### src/rtl/uvd_pkg.sv
// ---------------------------------------------------------------------------
// uvd_pkg
// Shared constants, codes and widths of the unique value deque.
// ---------------------------------------------------------------------------
package uvd_pkg;

    localparam int DEPTH     = 16;
    localparam int KEY_WIDTH = 32;

    localparam int IDX_W = (DEPTH > 1) ? $clog2(DEPTH) : 1;
    localparam int CNT_W = $clog2(DEPTH + 1);

    localparam int CMD_W      = 2;
    localparam int VALUE_W    = 32;
    localparam int STATUS_W   = 3;
    localparam int COUNT_W    = 5;
    localparam int OUT_KEY_W  = 32;
    localparam int IN_DATA_W  = 32;
    localparam int OUT_DATA_W = 72;

    typedef enum logic [CMD_W-1:0] {
        CMD_PUSH_FRONT = 2'd0,
        CMD_PUSH_BACK  = 2'd1,
        CMD_POP_FRONT  = 2'd2,
        CMD_POP_BACK   = 2'd3
    } t_cmd;

    typedef enum logic [STATUS_W-1:0] {
        ST_OK     = 3'd0,
        ST_DUP    = 3'd1,
        ST_EMPTY  = 3'd2,
        ST_FULL   = 3'd3,
        ST_HALTED = 3'd4
    } t_status;

endpackage

### src/rtl/unique_value_deque.sv
// ---------------------------------------------------------------------------
// unique_value_deque
// Double-ended queue of keys with duplicate rejection and sticky halt.
// ---------------------------------------------------------------------------
// One word in, one word out. A push scans every held key through the single
// read port of the key memory, one key per cycle, then decides and writes; a
// pop reads the key at the new end of the queue, and a pop on an empty queue
// or an item after a halt goes straight to the result, each plus any wait for
// the output to be taken. The next word is taken as soon as the current
// result sits in the output register. The first refused word halts the block
// until reset; later words return status "halted" and leave the queue alone.
module unique_value_deque (
    input  logic                           i_clk,
    input  logic                           i_rst_n,
    input  logic                           i_s_tvalid,
    output logic                           o_s_tready,
    input  logic [uvd_pkg::IN_DATA_W-1:0]  i_s_tdata,   // value[31:0]
    input  logic [uvd_pkg::CMD_W-1:0]      i_s_tuser,   // command[1:0]
    output logic                           o_m_tvalid,
    input  logic                           i_m_tready,
    output logic [uvd_pkg::OUT_DATA_W-1:0] o_m_tdata    // status[2:0], count[7:3],
                                                        // front_value[39:8],
                                                        // back_value[71:40]
);
    import uvd_pkg::*;

    typedef enum logic [4:0] {
        S_IDLE   = 5'b00001,
        S_SCAN   = 5'b00010,
        S_DECIDE = 5'b00100,
        S_POP    = 5'b01000,
        S_FIN    = 5'b10000
    } t_state;

    function automatic logic [IDX_W-1:0] ring_add(input logic [IDX_W-1:0] base,
                                                  input logic [CNT_W-1:0] off);
        logic [CNT_W:0] sum;
        sum = (CNT_W+1)'(base) + (CNT_W+1)'(off);
        if (sum >= (CNT_W+1)'(DEPTH)) begin
            sum = sum - (CNT_W+1)'(DEPTH);
        end
        return sum[IDX_W-1:0];
    endfunction

    logic [KEY_WIDTH-1:0] r_key_mem [DEPTH];
    logic [KEY_WIDTH-1:0] r_rd_key;

    t_state               r_state, n_state;
    t_cmd                 r_cmd, n_cmd;
    logic [KEY_WIDTH-1:0] r_key, n_key;
    t_status              r_status, n_status;
    logic [IDX_W-1:0]     r_front, n_front;
    logic [CNT_W-1:0]     r_count, n_count;
    logic                 r_halted, n_halted;
    logic [KEY_WIDTH-1:0] r_front_key, n_front_key;
    logic [KEY_WIDTH-1:0] r_back_key, n_back_key;
    logic [CNT_W-1:0]     r_idx, n_idx;
    logic                 r_cmp, n_cmp;
    logic                 r_dup, n_dup;
    logic                 r_m_valid, n_m_valid;
    logic [OUT_DATA_W-1:0] r_m_tdata, n_m_tdata;

    logic [IDX_W-1:0]     rd_addr;
    logic                 wr_en;
    logic [IDX_W-1:0]     wr_addr;
    logic [IDX_W-1:0]     front_m1;
    logic [KEY_WIDTH+VALUE_W-1:0]   key_ext;
    logic [KEY_WIDTH-1:0]           key_in;
    t_cmd                           cmd_in;
    logic [CNT_W+COUNT_W-1:0]       cnt_ext;
    logic [KEY_WIDTH+OUT_KEY_W-1:0] front_ext;
    logic [KEY_WIDTH+OUT_KEY_W-1:0] back_ext;

    assign key_ext   = {KEY_WIDTH'(0), i_s_tdata};
    assign key_in    = key_ext[KEY_WIDTH-1:0];
    assign cmd_in    = t_cmd'(i_s_tuser);
    assign cnt_ext   = {COUNT_W'(0), r_count};
    assign front_ext = {OUT_KEY_W'(0), r_front_key};
    assign back_ext  = {OUT_KEY_W'(0), r_back_key};
    assign front_m1  = (r_front == '0) ? IDX_W'(DEPTH - 1) : r_front - IDX_W'(1);

    assign o_s_tready = (r_state == S_IDLE);
    assign o_m_tvalid = r_m_valid;
    assign o_m_tdata  = r_m_tdata;

    always_ff @(posedge i_clk) begin
        if (wr_en) begin
            r_key_mem[wr_addr] <= r_key;
        end
        r_rd_key <= r_key_mem[rd_addr];
    end

    always_comb begin
        n_state     = r_state;
        n_cmd       = r_cmd;
        n_key       = r_key;
        n_status    = r_status;
        n_front     = r_front;
        n_count     = r_count;
        n_halted    = r_halted;
        n_front_key = r_front_key;
        n_back_key  = r_back_key;
        n_idx       = r_idx;
        n_cmp       = r_cmp;
        n_dup       = r_dup;
        n_m_valid   = r_m_valid & ~i_m_tready;
        n_m_tdata   = r_m_tdata;
        rd_addr     = r_front;
        wr_en       = 1'b0;
        wr_addr     = r_front;

        unique case (r_state)
            S_IDLE: begin
                if (i_s_tvalid) begin
                    n_cmd = cmd_in;
                    n_key = key_in;
                    n_idx = '0;
                    n_cmp = 1'b0;
                    n_dup = 1'b0;
                    if (r_halted) begin
                        n_status = ST_HALTED;
                        n_state  = S_FIN;
                    end else if (cmd_in == CMD_PUSH_FRONT || cmd_in == CMD_PUSH_BACK) begin
                        n_state = S_SCAN;
                    end else if (r_count == '0) begin
                        n_status = ST_EMPTY;
                        n_halted = 1'b1;
                        n_state  = S_FIN;
                    end else begin
                        n_status = ST_OK;
                        n_count  = r_count - CNT_W'(1);
                        n_state  = S_POP;
                        if (cmd_in == CMD_POP_FRONT) begin
                            rd_addr = ring_add(r_front, CNT_W'(1));
                            n_front = ring_add(r_front, CNT_W'(1));
                        end else if (r_count >= CNT_W'(2)) begin
                            rd_addr = ring_add(r_front, r_count - CNT_W'(2));
                        end
                    end
                end
            end
            S_SCAN: begin
                if (r_cmp && r_rd_key == r_key) begin
                    n_dup = 1'b1;
                end
                if (r_idx != r_count) begin
                    rd_addr = ring_add(r_front, r_idx);
                    n_idx   = r_idx + CNT_W'(1);
                    n_cmp   = 1'b1;
                end else begin
                    n_cmp   = 1'b0;
                    n_state = S_DECIDE;
                end
            end
            S_DECIDE: begin
                n_state = S_FIN;
                if (r_dup) begin
                    n_status = ST_DUP;
                    n_halted = 1'b1;
                end else if (r_count == CNT_W'(DEPTH)) begin
                    n_status = ST_FULL;
                    n_halted = 1'b1;
                end else begin
                    n_status = ST_OK;
                    wr_en    = 1'b1;
                    n_count  = r_count + CNT_W'(1);
                    if (r_cmd == CMD_PUSH_FRONT) begin
                        wr_addr     = front_m1;
                        n_front     = front_m1;
                        n_front_key = r_key;
                        if (r_count == '0) begin
                            n_back_key = r_key;
                        end
                    end else begin
                        wr_addr    = ring_add(r_front, r_count);
                        n_back_key = r_key;
                        if (r_count == '0) begin
                            n_front_key = r_key;
                        end
                    end
                end
            end
            S_POP: begin
                n_state = S_FIN;
                if (r_count == '0) begin
                    n_front_key = '0;
                    n_back_key  = '0;
                end else if (r_cmd == CMD_POP_FRONT) begin
                    n_front_key = r_rd_key;
                end else begin
                    n_back_key = r_rd_key;
                end
            end
            S_FIN: begin
                if (!r_m_valid || i_m_tready) begin
                    n_m_valid = 1'b1;
                    n_m_tdata = {back_ext[OUT_KEY_W-1:0], front_ext[OUT_KEY_W-1:0],
                                 cnt_ext[COUNT_W-1:0], r_status};
                    n_state   = S_IDLE;
                end
            end
            default: begin
                n_state = S_IDLE;
            end
        endcase
    end

    always_ff @(posedge i_clk) begin
        if (!i_rst_n) begin
            r_state     <= S_IDLE;
            r_front     <= '0;
            r_count     <= '0;
            r_halted    <= 1'b0;
            r_front_key <= '0;
            r_back_key  <= '0;
            r_idx       <= '0;
            r_cmp       <= 1'b0;
            r_dup       <= 1'b0;
            r_m_valid   <= 1'b0;
        end else begin
            r_state     <= n_state;
            r_front     <= n_front;
            r_count     <= n_count;
            r_halted    <= n_halted;
            r_front_key <= n_front_key;
            r_back_key  <= n_back_key;
            r_idx       <= n_idx;
            r_cmp       <= n_cmp;
            r_dup       <= n_dup;
            r_m_valid   <= n_m_valid;
        end
    end

    always_ff @(posedge i_clk) begin
        r_cmd     <= n_cmd;
        r_key     <= n_key;
        r_status  <= n_status;
        r_m_tdata <= n_m_tdata;
    end

    a_count_bound: assert property (@(posedge i_clk) disable iff (!i_rst_n)
        r_count <= CNT_W'(DEPTH))
        else $error("held count beyond depth");

    a_empty_keys: assert property (@(posedge i_clk) disable iff (!i_rst_n)
        (r_count == '0 && r_state != S_POP) |-> (r_front_key == '0 && r_back_key == '0))
        else $error("empty queue reports nonzero keys");

    a_halt_sticky: assert property (@(posedge i_clk) disable iff (!i_rst_n)
        r_halted |=> r_halted)
        else $error("halt flag cleared");

    a_scan_bound: assert property (@(posedge i_clk) disable iff (!i_rst_n)
        (r_state == S_SCAN) |-> (r_idx <= r_count))
        else $error("scan index past held count");

endmodule
### config.mk
export PLATFORM = sky130hd
export DESIGN_NAME = unique_value_deque
export DESIGN_NICKNAME = d
export VERILOG_FILES = /design/src/rtl/uvd_pkg.sv /design/src/rtl/unique_value_deque.sv
export SDC_FILE = /design/constraint.sdc
export NUM_CORES = 1
export LEC_CHECK = 0
export ABC_AREA = 1
export BUFFER_PORTS_ARGS = -buffer_cell sky130_fd_sc_hd__buf_4
export CAP_MARGIN = 0
export CORE_MARGIN = 2
export CORE_UTILIZATION = 45
export CTS_CLUSTER_DIAMETER = 200
export DETAILED_ROUTE_END_ITERATION = 6
export PLACE_DENSITY = 0.57
export SLEW_MARGIN = 20
export SYNTH_ARGS = -nofsm -noshare
export SYNTH_HDL_FRONTEND = slang
export SYNTH_SLANG_ARGS = --single-unit
### constraint.sdc
create_clock -name i_clk -period 6.4 [get_ports i_clk]
set_clock_uncertainty 0.2 [all_clocks]
set_input_delay 0.32 -clock i_clk [delete_from_list [all_inputs] [get_ports i_clk]]
set_output_delay 0.32 -clock i_clk [all_outputs]
set_load 0.03 [all_outputs]
# After elaboration in Yosys (flattened, before gate mapping)
# Memory sizes are Yosys's and may differ from the RTL's. A register that Yosys moved wholly into a read port is not among the register bits.
# Cells that the tools add are included.
dict set report totals {
  regBits 196
  ram_bits 512
  output_inout_bits 74
  wordCells 170
  memories 1
}
dict set report classes {
  add_sub_neg 13
  order_cmp 5
  n_eq_ne 29
  mux 82
  bitwise 2
  n_reduce_logical 24
}
# memory words word_bits rd rd_clocked_by_memory_dff wr line_no
set memory_table {}
lappend memory_table {r_key_mem 16 32 1 1 1 unique_value_deque.sv:45} ;# logic [KEY_WIDTH-1:0] r_key_mem [DEPTH];
# operator n
set ops {}
lappend ops {{$mux 32} 11}
lappend ops {{$pmux 32 s2} 2}
lappend ops {{$mux 4} 24}
lappend ops {{$mux 5} 14}
lappend ops {{$eq 32x32->1} 1}
lappend ops {{$ne 2x2->1 const B} 11}
lappend ops {{$pmux 5 s2} 2}
lappend ops {{$pmux 5 s4} 1}
lappend ops {{$sub 4x1->4 const B} 5}
lappend ops {{$add 4x5->6} 3}
lappend ops {{$ge 6x5->1 const B} 3}
lappend ops {{$ne 3x3->1 const B} 6}
lappend ops {{$mux 1} 16}
lappend ops {{$pmux 4 s2} 2}
lappend ops {{$reduce_and 3->1} 5}
lappend ops {{$add 5x1->5 const B} 2}
lappend ops {{$eq 5x5->1 const B} 2}
lappend ops {{$reduce_and 5->1} 2}
lappend ops {{$mux 3} 3}
lappend ops {{$reduce_and 9->1} 1}
lappend ops {{$reduce_and 7->1} 1}
lappend ops {{$mux 2} 3}
lappend ops {{$pmux 1 s2} 3}
lappend ops {{$pmux 3 s2} 1}
lappend ops {{24 further kinds} 31}

# Depth between registers and ports, before layout
dict set report depth {
  depth_word 11
  ltp_mapped 18
  ltp_nobuf 16
}

# Worst setup path before layout
# Ideal clock, no wire load.
dict set report synth_timing {
  kind {register -> register}
  from {register r_state[2]}
  to {register r_m_tdata[0], in the netlist o_m_tdata[0], enable pin}
  setup_time_ns 0.526
  t_arrival_ns 4.112
  required_ns 5.674
  path_slack_ns 1.562
  stages_incl_launch_ff 4
  n_path_buf 0
  period_less_slack_ns 4.838
  cell_sequence {dfxtp_1 > nor2_2 > nand3_1 > a21oi_1}
}
dict set report synth_via {
  elab_chain_cells 2
}
# item line_no
set synth_lines {}
lappend synth_lines {{start, declared} unique_value_deque.sv:48} ;# t_state r_state, n_state;
lappend synth_lines {{start signal, assigned} unique_value_deque.sv:221} ;# r_state <= n_state;
lappend synth_lines {{$eq 5x5->1} unique_value_deque.sv:112} ;# unique case (r_state)
lappend synth_lines {{$reduce_and 2->1 (no source line)} -}
lappend synth_lines {{end signal, assigned} unique_value_deque.sv:238} ;# r_m_tdata <= n_m_tdata;
lappend synth_lines {{end, declared} unique_value_deque.sv:61} ;# logic [OUT_DATA_W-1:0] r_m_tdata, n_m_tdata;
# Every way passes these cells.
# A chain may end at the register's enable or synchronous reset.

# Worst setup path after layout
dict set report layout_timing {
  from {register r_count[1]}
  to {register r_rd_key[9], read port of r_key_mem}
}
dict set report layout_via {
  elab_chain_cells 11
  elab_cells_between_ends 16
  cone_classes {add/sub (3); order compare (2); eq/ne (1); mux (9); reduce/logical (1)}
}
# item line_no
set layout_lines {}
lappend layout_lines {{start, declared} unique_value_deque.sv:53} ;# logic [CNT_W-1:0] r_count, n_count;
lappend layout_lines {{start signal, assigned} unique_value_deque.sv:223} ;# r_count <= n_count;
lappend layout_lines {{$sub 5x2->5} unique_value_deque.sv:137} ;# rd_addr = ring_add(r_front, r_count - CNT_W'(2));
lappend layout_lines {{$add 4x5->6} unique_value_deque.sv:38} ;# sum = (CNT_W+1)'(base) + (CNT_W+1)'(off);
lappend layout_lines {{$ge 6x5->1 / $sub 4x1->4 (equally long branches)} {unique_value_deque.sv:39, unique_value_deque.sv:40}}
lappend layout_lines {{$mux 4} unique_value_deque.sv:39} ;# if (sum >= (CNT_W+1)'(DEPTH)) begin
lappend layout_lines {{$mux 4} unique_value_deque.sv:136} ;# end else if (r_count >= CNT_W'(2)) begin
lappend layout_lines {{$mux 4} unique_value_deque.sv:133} ;# if (cmd_in == CMD_POP_FRONT) begin
lappend layout_lines {{$mux 4} unique_value_deque.sv:125} ;# end else if (r_count == '0) begin
lappend layout_lines {{$mux 4} unique_value_deque.sv:123} ;# end else if (cmd_in == CMD_PUSH_FRONT || cmd_in == CMD_PUSH_BACK) begin
lappend layout_lines {{$mux 4} unique_value_deque.sv:120} ;# if (r_halted) begin
lappend layout_lines {{$mux 4} unique_value_deque.sv:114} ;# if (i_s_tvalid) begin
lappend layout_lines {{$pmux 4 s2 *} unique_value_deque.sv:112}
lappend layout_lines {{end, declared} unique_value_deque.sv:46} ;# logic [KEY_WIDTH-1:0] r_rd_key;
# Every way passes the cells marked *; elsewhere a longest branch is shown, timed or not.

==> impl_summary.log <==
[metrics] status: finished clean
[metrics] kind of path behind the tightest hold check: primary input to flip-flop
[metrics] endpoint type of the worst setup path: flip-flop
[metrics] Die X-Extent: 272 um
[metrics] library cell used as clock root buffer: sky130_fd_sc_hd__clkbuf_16
[metrics] Port Buf Inserts: 111
[metrics] net count of the finished layout: 3266
[metrics] WL final: 87.7 mm
[metrics] number of max-slew violations in the final report: 0
[metrics] area share of the largest cell type after synthesis: 57.8%
[metrics] share of the clock period used by the worst path: 69.3%
[metrics] Arrival @ worst endpoint: 4780 ps
[metrics] Tmin final: 4440 ps
[metrics] Most Frequent Cell on Critical Path: sky130_fd_sc_hd__nand2_1
[metrics] antenna-violating nets left: 0
[metrics] number of hold-slack violations in the final timing report: 0
[metrics] area post-placement: 34000 um^2
[metrics] final standard cell utilization of the core: 52.0%
[metrics] TritonCTS clock tree: yes
[metrics] count of cells resized by post-cts repair: 0
[metrics] via count of the first global-routing pass: 21400
[metrics] sink count of the clock tree: 740
[metrics] clock input transition at the sequential cells of the worst setup and hold paths: 60 ps
[metrics] slowest stage cell, crit path: sky130_fd_sc_hd__nand3_4
[metrics] maximum net fanout on the critical path: 84
[metrics] number of standard cells after synthesis: 3121
[metrics] area leader, netlist: sky130_fd_sc_hd__edfxtp_1
[metrics] placeable core area: 71200 um^2
[metrics] M1 GR Usage: 33.6%
[metrics] CTS H-tree lvls: 3
[metrics] number of enable-type register cells in the synthesized netlist: 621
[metrics] count of cell types in the netlist: 43
[metrics] worst setup slack for register-to-register paths: 1960 ps
[metrics] transition time of the tightest slew-check pin: 1120 ps
[metrics] layer with the highest usage: met2
[metrics] number of iterations in the first detailed-routing pass: 6
[metrics] weighted congestion reported at the end of routability-driven placement: 0.870
[metrics] CTS Buf Count: 79
[metrics] # DRC: 0
[metrics] proportion of layout cells with a drive suffix above 1: 10.2%
[metrics] sequential area share after synthesis: 65.2%
[metrics] met3 Usage GRT: 3.10%
[metrics] Worst IR Drop VDD: 0.614 mV
[metrics] total power per unit cell area: 481 nW/um^2
[metrics] design area: 37100 um^2
[metrics] setup repair after global routing missed its margin: no
[metrics] signed area change from the synthesized netlist to the final layout: 15.0%
[metrics] Ports: 112
[metrics] kind of start point of the critical path: flip-flop
[metrics] top flip-flop cell by instance count after synthesis: sky130_fd_sc_hd__edfxtp_1
[metrics] antenna violations before repair: 1
[metrics] average instance area after synthesis: 10.3 um^2
[metrics] Total GRT Usage: 23.6%
[metrics] via count: 22800
[metrics] crit-path cells: inv_2, ha_1, inv_1, nor2_1, nand2_1, nand2_1, nand3_1, nand2_1, nand2_4, nand3_4, buf_12, nand2_1, nand3_1, nand3_1, nand3_1, nand2_1
[metrics] routed vias/inst: 5.41
[metrics] wire length of the first global-routing pass: 133 mm
[metrics] clock latency reported for the late side of the worst-skew pair: 620 ps
[metrics] worst slew margin relative to its limit: 25.0%
[metrics] leakage power total: 15.2 nW
[metrics] data required time at the worst endpoint: 6740 ps
[metrics] count of fill cells added during filler insertion: 6202
[metrics] Setup Total Neg Slack: 0 ps
[metrics] leading cell types by total area after synthesis: sky130_fd_sc_hd__edfxtp_1 58%, sky130_fd_sc_hd__dfxtp_1 7.4%, sky130_fd_sc_hd__nand3_1 7.3%
[metrics] Die Outline Area: 73800 um^2
[metrics] ant diodes: 0
[metrics] vertical die dimension: 272 um
[metrics] global-route track usage on met2: 37.1%
[metrics] flip-flop and latch count after synthesis: 740
[metrics] total half-perimeter wirelength after legalization and detailed placement: 48.6 mm
[metrics] max-capacitance violation count: 0
[metrics] largest net degree at the start of global routing: 145
[metrics] worst setup path class: flip-flop to flip-flop
[metrics] synthesized area: 32200 um^2
[metrics] initial DRC count: 2292
[metrics] DR WL/cell: 20.8 um
[metrics] final setup vio count: 0
[metrics] async set-or-reset flop fraction in the synthesized netlist: 0%
[metrics] number of buffers between clock root and the deepest sink: 3
[metrics] warnings from Yosys: 0
[metrics] sum of overflow across all layers after global routing: 0
[metrics] hold slack final: 28.6 ps
[metrics] Site Rows: 98
[metrics] Worst path max stage delay: 940 ps
[metrics] initial core utilization: 45.2%
[metrics] net count after synthesis: 3179
[metrics] maximum clock rate: 0.225 GHz
layout by cell type (no fill, tap or decap), types with 4 or more instances in the layout:
cell type,count
sky130_fd_sc_hd__clkbuf_16,84
sky130_fd_sc_hd__a21oi_1,28
sky130_fd_sc_hd__xnor2_1,7
sky130_fd_sc_hd__xor2_1,19
sky130_fd_sc_hd__o22ai_1,26
sky130_fd_sc_hd__nor4_1,5
sky130_fd_sc_hd__nor2_4,22
sky130_fd_sc_hd__nand4_1,261
sky130_fd_sc_hd__nor3_1,9
sky130_fd_sc_hd__a211oi_1,5
sky130_fd_sc_hd__clkinv_2,10
sky130_fd_sc_hd__inv_1,606
sky130_fd_sc_hd__clkbuf_1,17
sky130_fd_sc_hd__bufinv_16,9
sky130_fd_sc_hd__nand3_1,471
sky130_fd_sc_hd__o21ai_0,99
sky130_fd_sc_hd__inv_2,14
sky130_fd_sc_hd__buf_4,152
sky130_fd_sc_hd__dlygate4sd3_1,36
sky130_fd_sc_hd__nand2_1,395
sky130_fd_sc_hd__edfxtp_1,621
sky130_fd_sc_hd__nor2_1,166
sky130_fd_sc_hd__o2111ai_1,4
sky130_fd_sc_hd__fa_1,4
sky130_fd_sc_hd__ha_1,16
sky130_fd_sc_hd__clkinvlp_4,5
sky130_fd_sc_hd__clkinv_1,7
sky130_fd_sc_hd__dfxtp_1,119
sky130_fd_sc_hd__buf_12,6
sky130_fd_sc_hd__clkbuf_8,9
final timing paths:
check / from / end / cells after the start
min reg2reg: r_status[2] / o_m_tdata[2] / 0
max reg2reg: r_count[1] / r_rd_key[9] / 16
max: r_count[1] / r_rd_key[9] / 16
min: i_rst_n / r_state[1] / 3
cell type report:
| cell class | instances | area, um^2 | area share, % |
|---|---|---|---|
| Clock inverter | 35 | 439 | 1.19 |
| Inverter | 621 | 2330 | 6.29 |
| Multi-Input combinational cell | 1572 | 8160 | 22.0 |
| Sequential cell | 740 | 21000 | 56.8 |
| Clock buffer | 110 | 2290 | 6.18 |
| Timing Repair Buffer | 194 | 1620 | 4.38 |
| Tap cell | 950 | 1190 | 3.21 |
stage by stage:
| step | instances | power, mW | setup WS (ps) |
|---|---|---|---|
| finish | 4222 | 17.8 | 1960 |
| global route | 4222 | 18.8 | 1570 |
| CTS | 4222 | 17.9 | 1940 |
| detailed placement | 4041 | 13.1 | 1960 |
| global placement | 4041 | 13.0 | 2110 |
| floorplan | 3121 | 11.0 | 1560 |
sequential cells by signal (all words and copies together) (netlist names), 2 cells and up:
signal / count
r_idx: 5
r_cmd: 2
o_m_tdata: 72
r_status: 3
r_front: 4
r_front_key: 32
r_back_key: 32
r_key: 32
r_rd_key: 32
r_count: 5
r_state: 5
r_key_mem: 512
cell usage after synthesis (3+ instances only):
cell,instances
sky130_fd_sc_hd__o211ai_1,3
sky130_fd_sc_hd__nand3_1,472
sky130_fd_sc_hd__o22ai_1,26
sky130_fd_sc_hd__nand4_1,261
sky130_fd_sc_hd__a21oi_1,29
sky130_fd_sc_hd__nor2_4,4
sky130_fd_sc_hd__ha_1,16
sky130_fd_sc_hd__nand2_2,3
sky130_fd_sc_hd__clkbuf_1,59
sky130_fd_sc_hd__o21ai_1,3
sky130_fd_sc_hd__o2111ai_1,4
sky130_fd_sc_hd__nor4_1,5
sky130_fd_sc_hd__xor2_1,19
sky130_fd_sc_hd__buf_2,103
sky130_fd_sc_hd__fa_1,4
sky130_fd_sc_hd__nand3_2,4
sky130_fd_sc_hd__buf_6,13
sky130_fd_sc_hd__nand2_1,396
sky130_fd_sc_hd__inv_2,14
sky130_fd_sc_hd__buf_4,4
sky130_fd_sc_hd__nor2_2,4
sky130_fd_sc_hd__o21ai_0,99
sky130_fd_sc_hd__dfxtp_1,119
sky130_fd_sc_hd__nor3_1,9
sky130_fd_sc_hd__inv_1,607
sky130_fd_sc_hd__buf_1,9
sky130_fd_sc_hd__nor2_1,183
sky130_fd_sc_hd__a211oi_1,5
sky130_fd_sc_hd__edfxtp_1,621
sky130_fd_sc_hd__xnor2_1,7
cells by family (layout without fill, tap and decap cells):
| group | count (synthesis) | in the layout | share of synthesized area [%] |
|---|---|---|---|
| XOR/XNOR | 26 | 26 | 0.706 |
| buffers and inverters | 809 | 960 | 10.2 |
| adder cells (fa/ha/maj) | 20 | 20 | 0.869 |
| AO/OA/AOI/OAI | 178 | 178 | 3.07 |
| flip-flops | 740 | 740 | 65.2 |
| AND/OR/NAND/NOR | 1348 | 1348 | 20.0 |
power by group:
part	internal [mW]	total (mW)	switching (mW)
registers	5.82	6.32	0.504
clock network	2.87	4.76	1.89
logic	2.03	6.73	4.71
per-layer routing:
| layer | vias to the layer above | part of all wire (%) | routed length [um] |
|---|---|---|---|
| met5 | - | 0 | 0 |
| met4 | 0 | 3.0 | 2670 |
| met3 | 162 | 7.2 | 6270 |
| met2 | 898 | 46 | 39900 |
| met1 | 11000 | 44 | 38800 |
| li1 | 10700 | - | - |
worst max-delay path, delay by kind of cell, from the launching register on:
| kind | cells | cell delay, ps |
|---|---|---|
| adder cells (fa/ha/maj) | 1 | 260 |
| flip-flops | 1 | 500 |
| AND/OR/NAND/NOR | 12 | 2410 |
| buffers and inverters | 3 | 780 |
timing repair:
item / 4_1_cts / 5_1_grt
hold endpoints to repair: 39 / 0
setup buffers: 0 / 0
hold buffers: 36 / 0
setup endpoints to repair: 0 / 0
No activity file was read; power rests on OpenSTA's default activity.
